===== config.mk =====
export PLATFORM = sky130hd
export DESIGN_NAME = mtf_ram
export DESIGN_NICKNAME = d
export VERILOG_FILES = /design/src/sv/matrix_taylor_function_top_defines.svh /design/src/sv/mtf_ram.sv
export SDC_FILE = /design/constraint.sdc
export NUM_CORES = 2
export LEC_CHECK = 0
export BUFFER_PORTS_ARGS = -buffer_cell sky130_fd_sc_hd__buf_4
export CAP_MARGIN = 20
export CORE_ASPECT_RATIO = 1.5
export CORE_MARGIN = 4
export CORE_UTILIZATION = 55
export DETAILED_ROUTE_END_ITERATION = 12
export PLACE_DENSITY = 0.74
export SYNTH_ARGS = -nofsm -noshare
export SYNTH_HDL_FRONTEND = slang
export SYNTH_SLANG_ARGS = --single-unit

===== constraint.sdc =====
create_clock -name aclk -period 8.9 [get_ports aclk]
set_input_delay 1.335 -clock aclk [delete_from_list [all_inputs] [get_ports aclk]]
set_output_delay 1.335 -clock aclk [all_outputs]
set_load 0.02 [all_outputs]

===== src/sv/matrix_taylor_function_top_defines.svh =====
// Assertion macros shared by the matrix Taylor-series function RTL.
`ifndef MATRIX_TAYLOR_FUNCTION_TOP_DEFINES_SVH
`define MATRIX_TAYLOR_FUNCTION_TOP_DEFINES_SVH

// Check that post holds in the same cycle as pre.
`define MTF_ASSERT_SAME(label, pre, post, msg) \
    label: assert property (@(posedge aclk) disable iff (!aresetn) (pre) |-> (post)) \
        else $error(msg);

// Check that post holds in the cycle after pre.
`define MTF_ASSERT_NEXT(label, pre, post, msg) \
    label: assert property (@(posedge aclk) disable iff (!aresetn) (pre) |=> (post)) \
        else $error(msg);

`endif


===== src/sv/mtf_ram.sv =====
// Generic simple dual-port RAM with registered read.
module mtf_ram #(
    parameter int WIDTH = 32,
    parameter int DEPTH = 64
) (
    input  logic                                  aclk,
    input  logic                                  we,
    input  logic [(DEPTH > 1 ? $clog2(DEPTH) : 1)-1:0] waddr,
    input  logic [WIDTH-1:0]                      wdata,
    input  logic [(DEPTH > 1 ? $clog2(DEPTH) : 1)-1:0] raddr,
    output logic [WIDTH-1:0]                      rdata
);
    logic [WIDTH-1:0] mem [DEPTH];

    always_ff @(posedge aclk) begin
        if (we) begin
            mem[waddr] <= wdata;
        end
        rdata <= mem[raddr];
    end
endmodule


After elaboration in Yosys (flattened, before gate mapping)
Memories as Yosys holds them, arrays and structs flattened. A register that Yosys moved wholly into a read port is not among the register bits.
Index checks and enable logic that the tools add are counted.
{"block": "classes", "n_addsub": 0, "multipliers": 0, "n_div": 0, "n_lt_le_gt_ge": 0, "eq_ne": 0, "n_shift": 0, "muxes": 2, "n_bitwise": 0, "reduce_logical": 0}
{"operator": "$mux W1", "count": 2}
{"block": "word_totals", "regBits": 0, "latch_bits": 0, "ramBits": 2048, "rom_bits": 0, "wordCells": 3, "n_memories": 1}
{"name": "mem", "depth": 64, "width": 32, "rd": 1, "rd_clocked_by_memory_dff": 1, "wr": 1, "line": "mtf_ram.sv:13", "source": "logic [WIDTH-1:0] mem [DEPTH];"}

Longest topological paths before layout
{"block": "logic_depth", "depth_word": 2, "ltp_mapped": 10}

Worst setup path before layout
Ideal clock, no wire load.
{"block": "synth_path", "kind": "input -> register", "start": "input port waddr[3] (netlist name)", "end": "memory mem[48][0], enable pin", "arrival_ps": 4034, "path_slack_ps": 4405, "path_stages": 4, "cell_sequence": "clkbuf_1 nor2b_1 nand4b_1 nor3_1"}
{"item": "start, declared", "line": "mtf_ram.sv:8", "source": "input logic [(DEPTH > 1 ? $clog2(DEPTH) : 1)-1:0] waddr,"}
{"item": "end, declared", "line": "mtf_ram.sv:13"}
Straight into the memory's write port.

==> impl_metrics.json <==
{
  "finalCritPeriodShare_pct": 46.78,
  "initial_core_util_pct": 55.42,
  "endpoint_kind": "flip-flop",
  "cts_tree": "done",
  "grt.overflow.total": 0,
  "crit_buf_inv": 2,
  "yosysWarnings": 0,
  "slowest_delay_ns": 0.94,
  "path_cells": "buf_8 -> buf_12 -> mux4_2 -> mux4_2 -> o22ai_1 -> nor2_1",
  "insertion_delay_ns": 0.82,
  "cts_setup_buffers": 0,
  "async_flop_share_pct": 0,
  "die_y_microns": 470.7,
  "drive_above_1_share_pct": 28.51,
  "post_drt_wl_per_cell_microns": 36.52,
  "tightest_slew_ns": 1.196,
  "min_period_ns": 4.164,
  "synth_area_per_cell_sq_um": 23.62,
  "antenna_found_initial": 19,
  "hold_viol_final": 0,
  "fill_cells": 9248,
  "syn_nets": 3370,
  "ys_seq_area_share_pct": 79.14,
  "area_delta_synth_final_pct": 11.72,
  "grt_util_all_layers_pct": 27.76,
  "clk_path_buf_depth": 3,
  "yosys.cell_types.count": 34,
  "holdWs_ns": 0.8278,
  "start_kind": "input port",
  "vias": 37590,
  "numPortBuffers": 77,
  "crit_type": "in2reg",
  "finalMaxSlewViolations": 0,
  "drt_iter0_markers": 5419,
  "row_count": 169,
  "crit_required_ns": 9.54,
  "vias_per_cell": 6.788,
  "hold_class": "reg2reg",
  "dieWidth_microns": 316.5,
  "max_freq_mhz": 240.2,
  "postCtsHoldBufs": 0,
  "wirelength_mm": 202.2,
  "clock_tree.root_cell": "clkbuf_16",
  "worst_path_max_delay_cell": "o22ai_1",
  "finalNetCount": 3538,
  "outcome": "finished, final reports clean",
  "maxCapViolCount": 0,
  "netlist_area_sq_um": 78520,
  "routabilityCongestion": 0.8215,
  "critical_path.top_delay_family": "multiplexers",
  "synth_cells": 3324,
  "path_max_fanout": 81,
  "yosys_register_bits": 2080,
  "dp_hpwl_mm": 107.9,
  "synth_enable_flop_cells": 2048,
  "vdd_ir_drop_max_mv": 0.1853,
  "grt_max_degree": 105,
  "io-pin-count": 78,
  "setup_viol": 0,
  "slew_headroom_pct": 20.24,
  "route.detailed.drc": 0,
  "stdcell_count": 5537,
  "synth_ff_type": "edfxtp_1",
  "path_clk_slew_ns": 0.07,
  "p_leak_nw": 27.11,
  "timing.critical_path.mode_cell": "mux4_2",
  "design.core.area_sq_um": 141700,
  "post_cts_resized": 0,
  "cts_sinks": 2080,
  "grt_pass1_vias": 37880,
  "htreeDepth": 4,
  "finalSetupTns_ns": 0,
  "ant_nets": 0,
  "numCtsBuffers": 178,
  "grt_pass1_wl_mm": 287.9,
  "skew_ns": 0.03387,
  "rsz0062_at_grt": "false",
  "cp.arrival_ns": 4.80,
  "first_pass_iters": 5,
  "die_area_sq_um": 149000,
  "power.density_nw_per_um2": 223.7,
  "dpl.cell_count": 5193
}
[placed cells by master, fill, tap and decap left out, types with 32 or more instances in the layout]
master,netlist,routed
clkbuf_1,74,40
clkinv_2,0,34
dfxtp_1,32,32
nor2_4,0,62
clkinv_1,0,37
mux4_2,544,544
buf_4,25,154
a21oi_1,62,62
clkbuf_16,0,180
edfxtp_1,2048,2048
mux2i_1,93,93
o22ai_1,84,84
nor2_1,137,75
[synth_stat cells (all sizes together), types with 12 or more instances]
master	count	share of area, %
buf	108	0.77
a22oi	12	0.11
clkbuf	74	0.35
dfxtp	32	0.82
a21oi	62	0.40
o22ai	84	0.67
nor2b	15	0.12
o221ai	27	0.30
nor2	137	0.65
edfxtp	2048	78
nand2	26	0.12
mux2i	93	1.2
mux4	544	16
[flip-flops by register name, summed over array words and instances, names as in the netlist]
register / cells
mem: 2048
rdata: 32
[area by class of cell]
| cell class | count | area (sq um) | share of cell area, % |
|---|---|---|---|
| flip-flops and latches | 2080 | 62140 | 70.84 |
| multi-input cells | 1062 | 15970 | 18.20 |
| clock buffers | 225 | 4723 | 5.385 |
| well taps | 1881 | 2354 | 2.683 |
| repair buffers | 170 | 1429 | 1.629 |
| clock inverters | 107 | 1074 | 1.224 |
| diodes | 12 | 30.03 | 0.03423 |
[report_power, final]
group | internal, mW | switching [mW] | total [mW]
clock | 4.23 | 3.47 | 7.70
combinational | 0.366 | 0.664 | 1.03
sequential | 10.8 | 0.0521 | 10.9
total | 15.4 | 4.19 | 19.6
[logic make-up after synthesis]
kind of cell | Yosys count | synth area share, %
mux | 637 | 16.79
simple gates | 223 | 1.265
flops | 2080 | 79.14
buf+inv | 182 | 1.128
compound gates | 202 | 1.673
[final timing paths]
kind              slack, ns  startpoint       end  depth (start not counted)
setup / recovery       4.74    raddr[0]  rdata[7]                          6
hold / removal         0.83  mem[29][4]  rdata[4]                          4
setup reg to reg       6.23  mem[51][7]  rdata[7]                          4
hold reg to reg        0.83  mem[29][4]  rdata[4]                          4
[through the flow]
step / utilization (%) / area, sq um / setup slack (ns) / power (mW)
after floorplan: - / 78520 / 4.405 / 11.63
after global placement: 57.79 / 81870 / 3.568 / 12.12
after detailed placement: 57.80 / 81890 / 3.843 / 12.14
after CTS: 61.89 / 87690 / 4.697 / 19.70
after global routing: 61.90 / 87690 / 4.534 / 20.18
final: 61.91 / 87720 / 4.736 / 19.62
[per-layer routing]
layer	up-vias	track usage, %	share of wire, %
met2	2542	45.32	50
met5	-	0	0.029
met3	452	5.798	11
met4	10	12.70	5.3
met1	20010	36.36	33
li1	14580	-	-
[tightest hold or removal path, cell delays in order (launching register included)]
cell and delay (ns):
edfxtp_1 0.32, mux2i_1 0.07, nand2_1 0.06, a311oi_1 0.13
nor3_1 0.19
No activity file was read; power rests on OpenSTA's default activity.
