File: src/sv/matrix_taylor_function_top_defines.svh
// Assertion macros shared by the matrix Taylor-series function RTL.
`ifndef MATRIX_TAYLOR_FUNCTION_TOP_DEFINES_SVH
`define MATRIX_TAYLOR_FUNCTION_TOP_DEFINES_SVH

// Check that post holds in the same cycle as pre.
`define MTF_ASSERT_SAME(label, pre, post, msg) \
    label: assert property (@(posedge aclk) disable iff (!aresetn) (pre) |-> (post)) \
        else $error(msg);

// Check that post holds in the cycle after pre.
`define MTF_ASSERT_NEXT(label, pre, post, msg) \
    label: assert property (@(posedge aclk) disable iff (!aresetn) (pre) |=> (post)) \
        else $error(msg);

`endif

File: src/sv/mtf_pkg.sv
// Shared types, codes and saturation helper for the matrix Taylor-series block.
package mtf_pkg;

    localparam logic signed [31:0] Q_ONE = 32'sh0001_0000;

    typedef enum logic [2:0] {
        MODE_EXP  = 3'd0,
        MODE_COS  = 3'd1,
        MODE_SIN  = 3'd2,
        MODE_COSH = 3'd3,
        MODE_SINH = 3'd4
    } mode_t;

    typedef enum logic {
        CFG_FUNCTION_MODE = 1'b0,
        CFG_MATRIX_SIZE   = 1'b1
    } cfg_index_t;

    typedef enum logic [2:0] {
        ST_LOAD,
        ST_INIT,
        ST_FEED,
        ST_DRAIN,
        ST_SHIFT,
        ST_SCALE,
        ST_OUT_RD,
        ST_OUT_SEND
    } state_t;

    // Term element travelling down the cell row.
    typedef struct packed {
        logic               valid;
        logic               first;
        logic               last;
        logic signed [31:0] value;
    } chain_t;

    // Saturated result with its saturation mark.
    typedef struct packed {
        logic               sat;
        logic signed [31:0] value;
    } res_t;

    function automatic res_t sat32(input logic signed [65:0] x);
        res_t r;
        r.sat   = 1'b0;
        r.value = x[31:0];
        if (x > 66'sd2147483647) begin
            r.sat   = 1'b1;
            r.value = 32'sh7FFF_FFFF;
        end else if (x < -66'sd2147483648) begin
            r.sat   = 1'b1;
            r.value = 32'sh8000_0000;
        end
        return r;
    endfunction

endpackage

File: src/sv/mtf_cell.sv
// One multiply-accumulate cell: holds a column of A and forms one product element.
module mtf_cell #(
    parameter int MAX_DIM = 8,
    parameter int IDX_W   = 3
) (
    input  logic                 aclk,
    input  logic                 aresetn,
    input  mtf_pkg::chain_t      chain_i,
    output mtf_pkg::chain_t      chain_o,
    input  logic                 a_we,
    input  logic [IDX_W-1:0]     a_addr,
    input  logic signed [31:0]   a_data,
    input  logic                 shift_en,
    input  mtf_pkg::res_t        shift_i,
    output mtf_pkg::res_t        res_o
);
    import mtf_pkg::*;

    localparam int ACC_W = 51;

    logic signed [31:0]      col_reg [MAX_DIM];
    chain_t                  chain_reg;
    logic [IDX_W-1:0]        m_reg;
    logic [IDX_W-1:0]        idx;
    logic signed [63:0]      prod_reg;
    logic                    pv_reg;
    logic                    pf_reg;
    logic                    pl_reg;
    logic signed [63:0]      rnd_full;
    logic signed [47:0]      rnd;
    logic signed [ACC_W-1:0] acc_reg;
    logic signed [ACC_W-1:0] acc_next;
    res_t                    res_reg;

    assign idx      = chain_i.first ? '0 : m_reg;
    assign rnd_full = prod_reg + 64'sd32768;
    assign rnd      = rnd_full[63:16];
    assign acc_next = (pf_reg ? '0 : acc_reg) + {{(ACC_W-48){rnd[47]}}, rnd};

    always_ff @(posedge aclk) begin
        if (a_we) begin
            col_reg[a_addr] <= a_data;
        end
        chain_reg.first <= chain_i.first;
        chain_reg.last  <= chain_i.last;
        chain_reg.value <= chain_i.value;
        prod_reg  <= chain_i.value * col_reg[idx];
        pf_reg    <= chain_i.first;
        pl_reg    <= chain_i.last;
        if (chain_i.valid) begin
            m_reg <= idx + 1'b1;
        end
        if (pv_reg) begin
            acc_reg <= acc_next;
        end
        // Latch the finished dot product, or pass the neighbor's result along.
        if (shift_en) begin
            res_reg <= shift_i;
        end else if (pv_reg && pl_reg) begin
            res_reg <= sat32({{(66-ACC_W){acc_next[ACC_W-1]}}, acc_next});
        end
        if (!aresetn) begin
            chain_reg.valid <= 1'b0;
            pv_reg          <= 1'b0;
        end else begin
            chain_reg.valid <= chain_i.valid;
            pv_reg          <= chain_i.valid;
        end
    end

    assign chain_o = chain_reg;
    assign res_o   = res_reg;
endmodule

File: config.mk
export PLATFORM = sky130hd
export DESIGN_NAME = mtf_cell
export DESIGN_NICKNAME = d
export VERILOG_FILES = /design/src/sv/matrix_taylor_function_top_defines.svh /design/src/sv/mtf_pkg.sv /design/src/sv/mtf_cell.sv
export SDC_FILE = /design/constraint.sdc
export NUM_CORES = 2
export LEC_CHECK = 0
export ABC_AREA = 1
export BUFFER_PORTS_ARGS = -buffer_cell sky130_fd_sc_hd__buf_2
export CAP_MARGIN = 20
export CORE_UTILIZATION = 55
export CTS_CLUSTER_SIZE = 20
export DETAILED_ROUTE_END_ITERATION = 8
export PLACE_DENSITY = 0.79
export SKIP_CTS_REPAIR_TIMING = 1
export SLEW_MARGIN = 10
export SYNTH_ARGS = -nofsm -noshare
export SYNTH_HDL_FRONTEND = slang
export SYNTH_SLANG_ARGS = --single-unit
File: constraint.sdc
create_clock -name aclk -period 15.8 [get_ports aclk]
set_input_delay 4.74 -clock aclk [delete_from_list [all_inputs] [get_ports aclk]]
set_output_delay 4.74 -clock aclk [all_outputs]
set_load 0.02 [all_outputs]
=== Word-level counts from Yosys, hierarchy flattened ===
Memories as Yosys holds them, arrays and structs flattened.
Index checks and enable logic that the tools add are counted.

* Bits in registers: 186
* Memory bits (writable): 256
* Output and inout bits: 68
* Logic and storage cells: 26
* Memories kept: 1

{| class="wikitable"
|+ Memory list
! name !! words !! bits a word !! read ports !! clocked after memory_dff !! wr ports !! line !! text
|-
| col_reg || 8 || 32 || 1 || 0 || 1 || mtf_cell.sv:21 || <nowiki>logic signed [31:0] col_reg [MAX_DIM];</nowiki>
|}

* $add $sub $neg: 3
* Multiply operators: 1
* Magnitude comparators: 2
* Muxes and demuxes: 8
* Reduce and logical (&&, ||, !) cells: 2

{| class="wikitable"
|+ Operators with widths
! kind !! count
|-
| $mux 33 || 4
|-
| $add 64x17->64 const B || 1
|-
| $mul 32x32->64 || 1
|-
| $add 51x51->51 || 1
|-
| $gt 51x32->1 const B || 1
|-
| $lt 51x32->1 const B || 1
|-
| $mux 51 || 1
|-
| $add 3x1->3 const B || 1
|-
| $mux 3 || 1
|-
| $mux 1 || 2
|-
| $reduce_bool 2->1 || 1
|-
| $logic_and 1x1->1 || 1
|}

=== Depth between registers and ports, before layout ===
* Depth in word-level cells: 7
* Gate-level depth with buffers: 41

=== Least setup slack after synthesis ===
OpenSTA, ideal clock, no wires.

* Path kind: in2reg
* Start point: input port chain_i[33] (netlist name)
* End point: register prod_reg[58]
* Setup time: 0.120 ns
* Arrival time: 12.497 ns
* Required time: 15.680 ns
* Slack: 3.183 ns
* Cell stages on the path: 34
* Buffers on the path: 4
* Path through: inv_2 -> nand2_1 -> buf_4 -> buf_2 -> buf_2 -> a21oi_1 -> a32o_1 -> inv_1 -> o21ai_2 -> clkbuf_1 -> nor2_1 -> fa_1 -> inv_1 -> fa_1 -> inv_1 -> fa_1 -> fa_1 -> inv_1 -> fa_1 -> inv_1 -> fa_1 -> inv_1 -> fa_1 -> inv_1 -> fa_1 -> ha_1 -> a21oi_1 -> inv_1 -> nor2_1 -> a21boi_0 -> o31ai_1 -> a21oi_1 -> nand2_1 -> xor2_1

* Longest elaborated chain between the ends: 3

{| class="wikitable"
|+ RTL lines
! element !! line !! text
|-
| start: declaration || mtf_cell.sv:8 || <nowiki>input mtf_pkg::chain_t chain_i,</nowiki>
|-
| $mux 3 || mtf_cell.sv:35 || <nowiki>assign idx = chain_i.first ? '0 : m_reg;</nowiki>
|-
| $mem_v2 8x32 || n/a ||
|-
| $mul 32x32->64 || mtf_cell.sv:47 || <nowiki>prod_reg <= chain_i.value * col_reg[idx];</nowiki>
|-
| end signal: assignment || mtf_cell.sv:47 ||
|-
| end: declaration || mtf_cell.sv:25 || <nowiki>logic signed [63:0] prod_reg;</nowiki>
|}

No other way between the ends.
A chain may end at the register's enable or synchronous reset.

=== Worst setup path after layout ===
* Start point: input port chain_i[33] (netlist name)
* End point: register prod_reg[60]

The elaborated chain is that of the path after synthesis.

==> results.md <==
- Top_reg_cell synth: edfxtp_1
- Worst skew pair latency: 660 ps
- Post-synth EDFFs: 343
- TritonRoute pass-1 iters: 6
- Die X: 324.2 µm
- Synth Instances: 6,559
- Synth unique cells: 61
- Tmin final: 14,130 ps
- Drt via density: 5.603
- Max-Cap Viols: 0
- F_max: 70.78 MHz
- Slew Limit Fails: 0
- Post-route insts no fill: 8,049
- Die height: 324.2 µm
- Commonest non-fill, non-tap cell in the layout: nand2_1
- Final Cycle Share: 0.8942
- WL/cell: 22.85 µm
- Async S/R FF share, synth: 0
- Finished Cell Area: 61,230 µm²
- Mean Syn Cell Area: 8.706 µm²
- Fraction of the yosys area taken by sequential cells: 0.2098
- CP required: 16,340 ps
- Syn-to-layout area delta: 7.226%
- Post-Syn Nets: 7,980
- Gr usage total: 0.3624
- Initial antenna violation count: 11
- CTS root buf: clkbuf_16
- Worst endpoint data arrival time: 14,670 ps
- Status: finished, final reports clean
- Max reg flops: 256
- Critical path startpoint category: input port
- Skew final: 44.34 ps
- Setup CP Type: input port to flop
- Layout net count: 8,056
- Hpwl dp: 145,400 µm
- Crit-path max FO: 84
- Share of layout cells above drive strength 1: 0.06937
- Final TNS setup: 0 ps
- Commonest non-fill, non-tap cells in the layout: 1,484 x nand2_1, 1,455 x inv_1, 1,082 x fa_1
- Drt total wl: 183,900 µm
- Post-placement cell count: 7,951
- CP peak stage delay: 870 ps
- Synthesized cell area: 57,100 µm²
- 1st-iter DRT viols: 4,628
- Clock Path Buffers: 3
- Num CTS Buffers: 48
- First-pass GRT wire length: 280,500 µm
- Global route overflow: 0
- Clock sink count: 427
- Core footprint: 102,300 µm²
- Vias in the first global route: 47,290
- Vias: 45,100
- Slew margin rel.: 0.1791
- CP Buf/Inv Count: 7
- Clock transition at path regs: 70 ps
- FP Rows: 117
- Largest net degree at the start of global routing: 85
- RSZ-0062 raised after global routing: false
- Final Hold Viols: 0
- Initial Utilization: 0.5581
- Crit path max-delay cell type: fa_1
- Post-route ant nets: 0
- Worst-margin pin slew: 1224 ps
- YS warnings: 0
- Worst Hold Class: flop to flop
- Synth Register Bits: 427
- Input/output buffers: 174
- Crit-path most repeated cell: fa_1
- CTS H-tree lvls: 2
- Ports: 175
- Crit path max-delay family: adder cells
- Placer Congestion: 1.028
- Setup violators final: 0
- Die area: 105,100 µm²
- Crit end category: flop
- Cell Area, Placed: 59,450 µm²
- Fill cells: 8,710
- CTS tree: done
- Drc violations: 0
[logic make-up after synthesis]
| kind of cell | share of synthesized area |
|---|---|
| AO/OA/AOI/OAI | 0.04518 |
| XOR/XNOR | 0.02224 |
| adder cells (fa/ha/maj) | 0.4301 |
| buffers and inverters | 0.1165 |
| flip-flops | 0.2098 |
| AND/OR/NAND/NOR | 0.1761 |
[worst min-delay path, cell delays in order (launching register included)]
cell and delay (ps):
edfxtp_1 330, nand2_1 100, xnor2_1 140
[cells in the mapped netlist (19+ instances only)]
| cell type | count | area share |
|---|---|---|
| a21oi_1 | 214 | 0.019 |
| a32o_1 | 60 | 0.011 |
| buf_2 | 63 | 0.0055 |
| clkbuf_1 | 145 | 0.0095 |
| clkinv_1 | 19 | 0.0012 |
| dfxtp_1 | 84 | 0.029 |
| edfxtp_1 | 343 | 0.18 |
| fa_1 | 1082 | 0.38 |
| ha_1 | 232 | 0.051 |
| inv_1 | 1455 | 0.096 |
| inv_2 | 21 | 0.0014 |
| nand2_1 | 1485 | 0.098 |
| nand2_2 | 21 | 0.0023 |
| nand3_1 | 89 | 0.0078 |
| nand4_1 | 29 | 0.0032 |
| nor2_1 | 798 | 0.052 |
| nor2_2 | 27 | 0.0030 |
| nor3_1 | 23 | 0.0020 |
| o21ai_0 | 71 | 0.0062 |
| o21ai_1 | 22 | 0.0019 |
| xnor2_1 | 41 | 0.0063 |
| xor2_1 | 97 | 0.015 |
[final cells by class]
type	count	area (µm²)	share of cell area
Tap cell	1368	1712	0.02795
Sequential cell	427	11980	0.1957
Inverter	1495	5612	0.09165
Clock inverter	30	436.7	0.007131
Timing Repair Buffer	259	1558	0.02544
Clock buffer	59	1287	0.02103
Antenna cell	7	17.52	0.0002861
Multi-Input combinational cell	4404	38620	0.6308
[worst paths after layout]
path                             startpoint      endpoint  slack, ps  cells after the start
worst max-delay path            chain_i[33]  prod_reg[60]       1670                     29
worst min-delay path               m_reg[2]      m_reg[2]        680                      2
worst min register to register     m_reg[2]      m_reg[2]        680                      2
worst max register to register     m_reg[0]  prod_reg[60]       5590                     27
[routing by layer]
| layer | global-route usage | vias up | share of wire |
|---|---|---|---|
| met5 | 0 | - | 0.00045 |
| met3 | 0.09600 | 640 | 0.12 |
| li1 | - | 19630 | - |
| met1 | 0.4747 | 22150 | 0.38 |
| met2 | 0.5568 | 2664 | 0.44 |
| met4 | 0.1860 | 12 | 0.065 |
[per-stage QoR]
| stage | utilization | setup slack, ps | hold WS, ps |
|---|---|---|---|
| 5_1_grt | 0.5983 | 1228 | 746.9 |
| 6_report | 0.5984 | 1671 | 681.9 |
| 3_3_place_gp | 0.5807 | 1086 | 676.6 |
| 3_5_place_dp | 0.5810 | 1075 | 672.1 |
| 4_1_cts | 0.5979 | 1736 | 692.7 |
| 2_1_floorplan | - | 3183 | 612.2 |
Power is not shown: default switching activity piles up to over one toggle a cycle in this logic, so the estimate is an artifact.
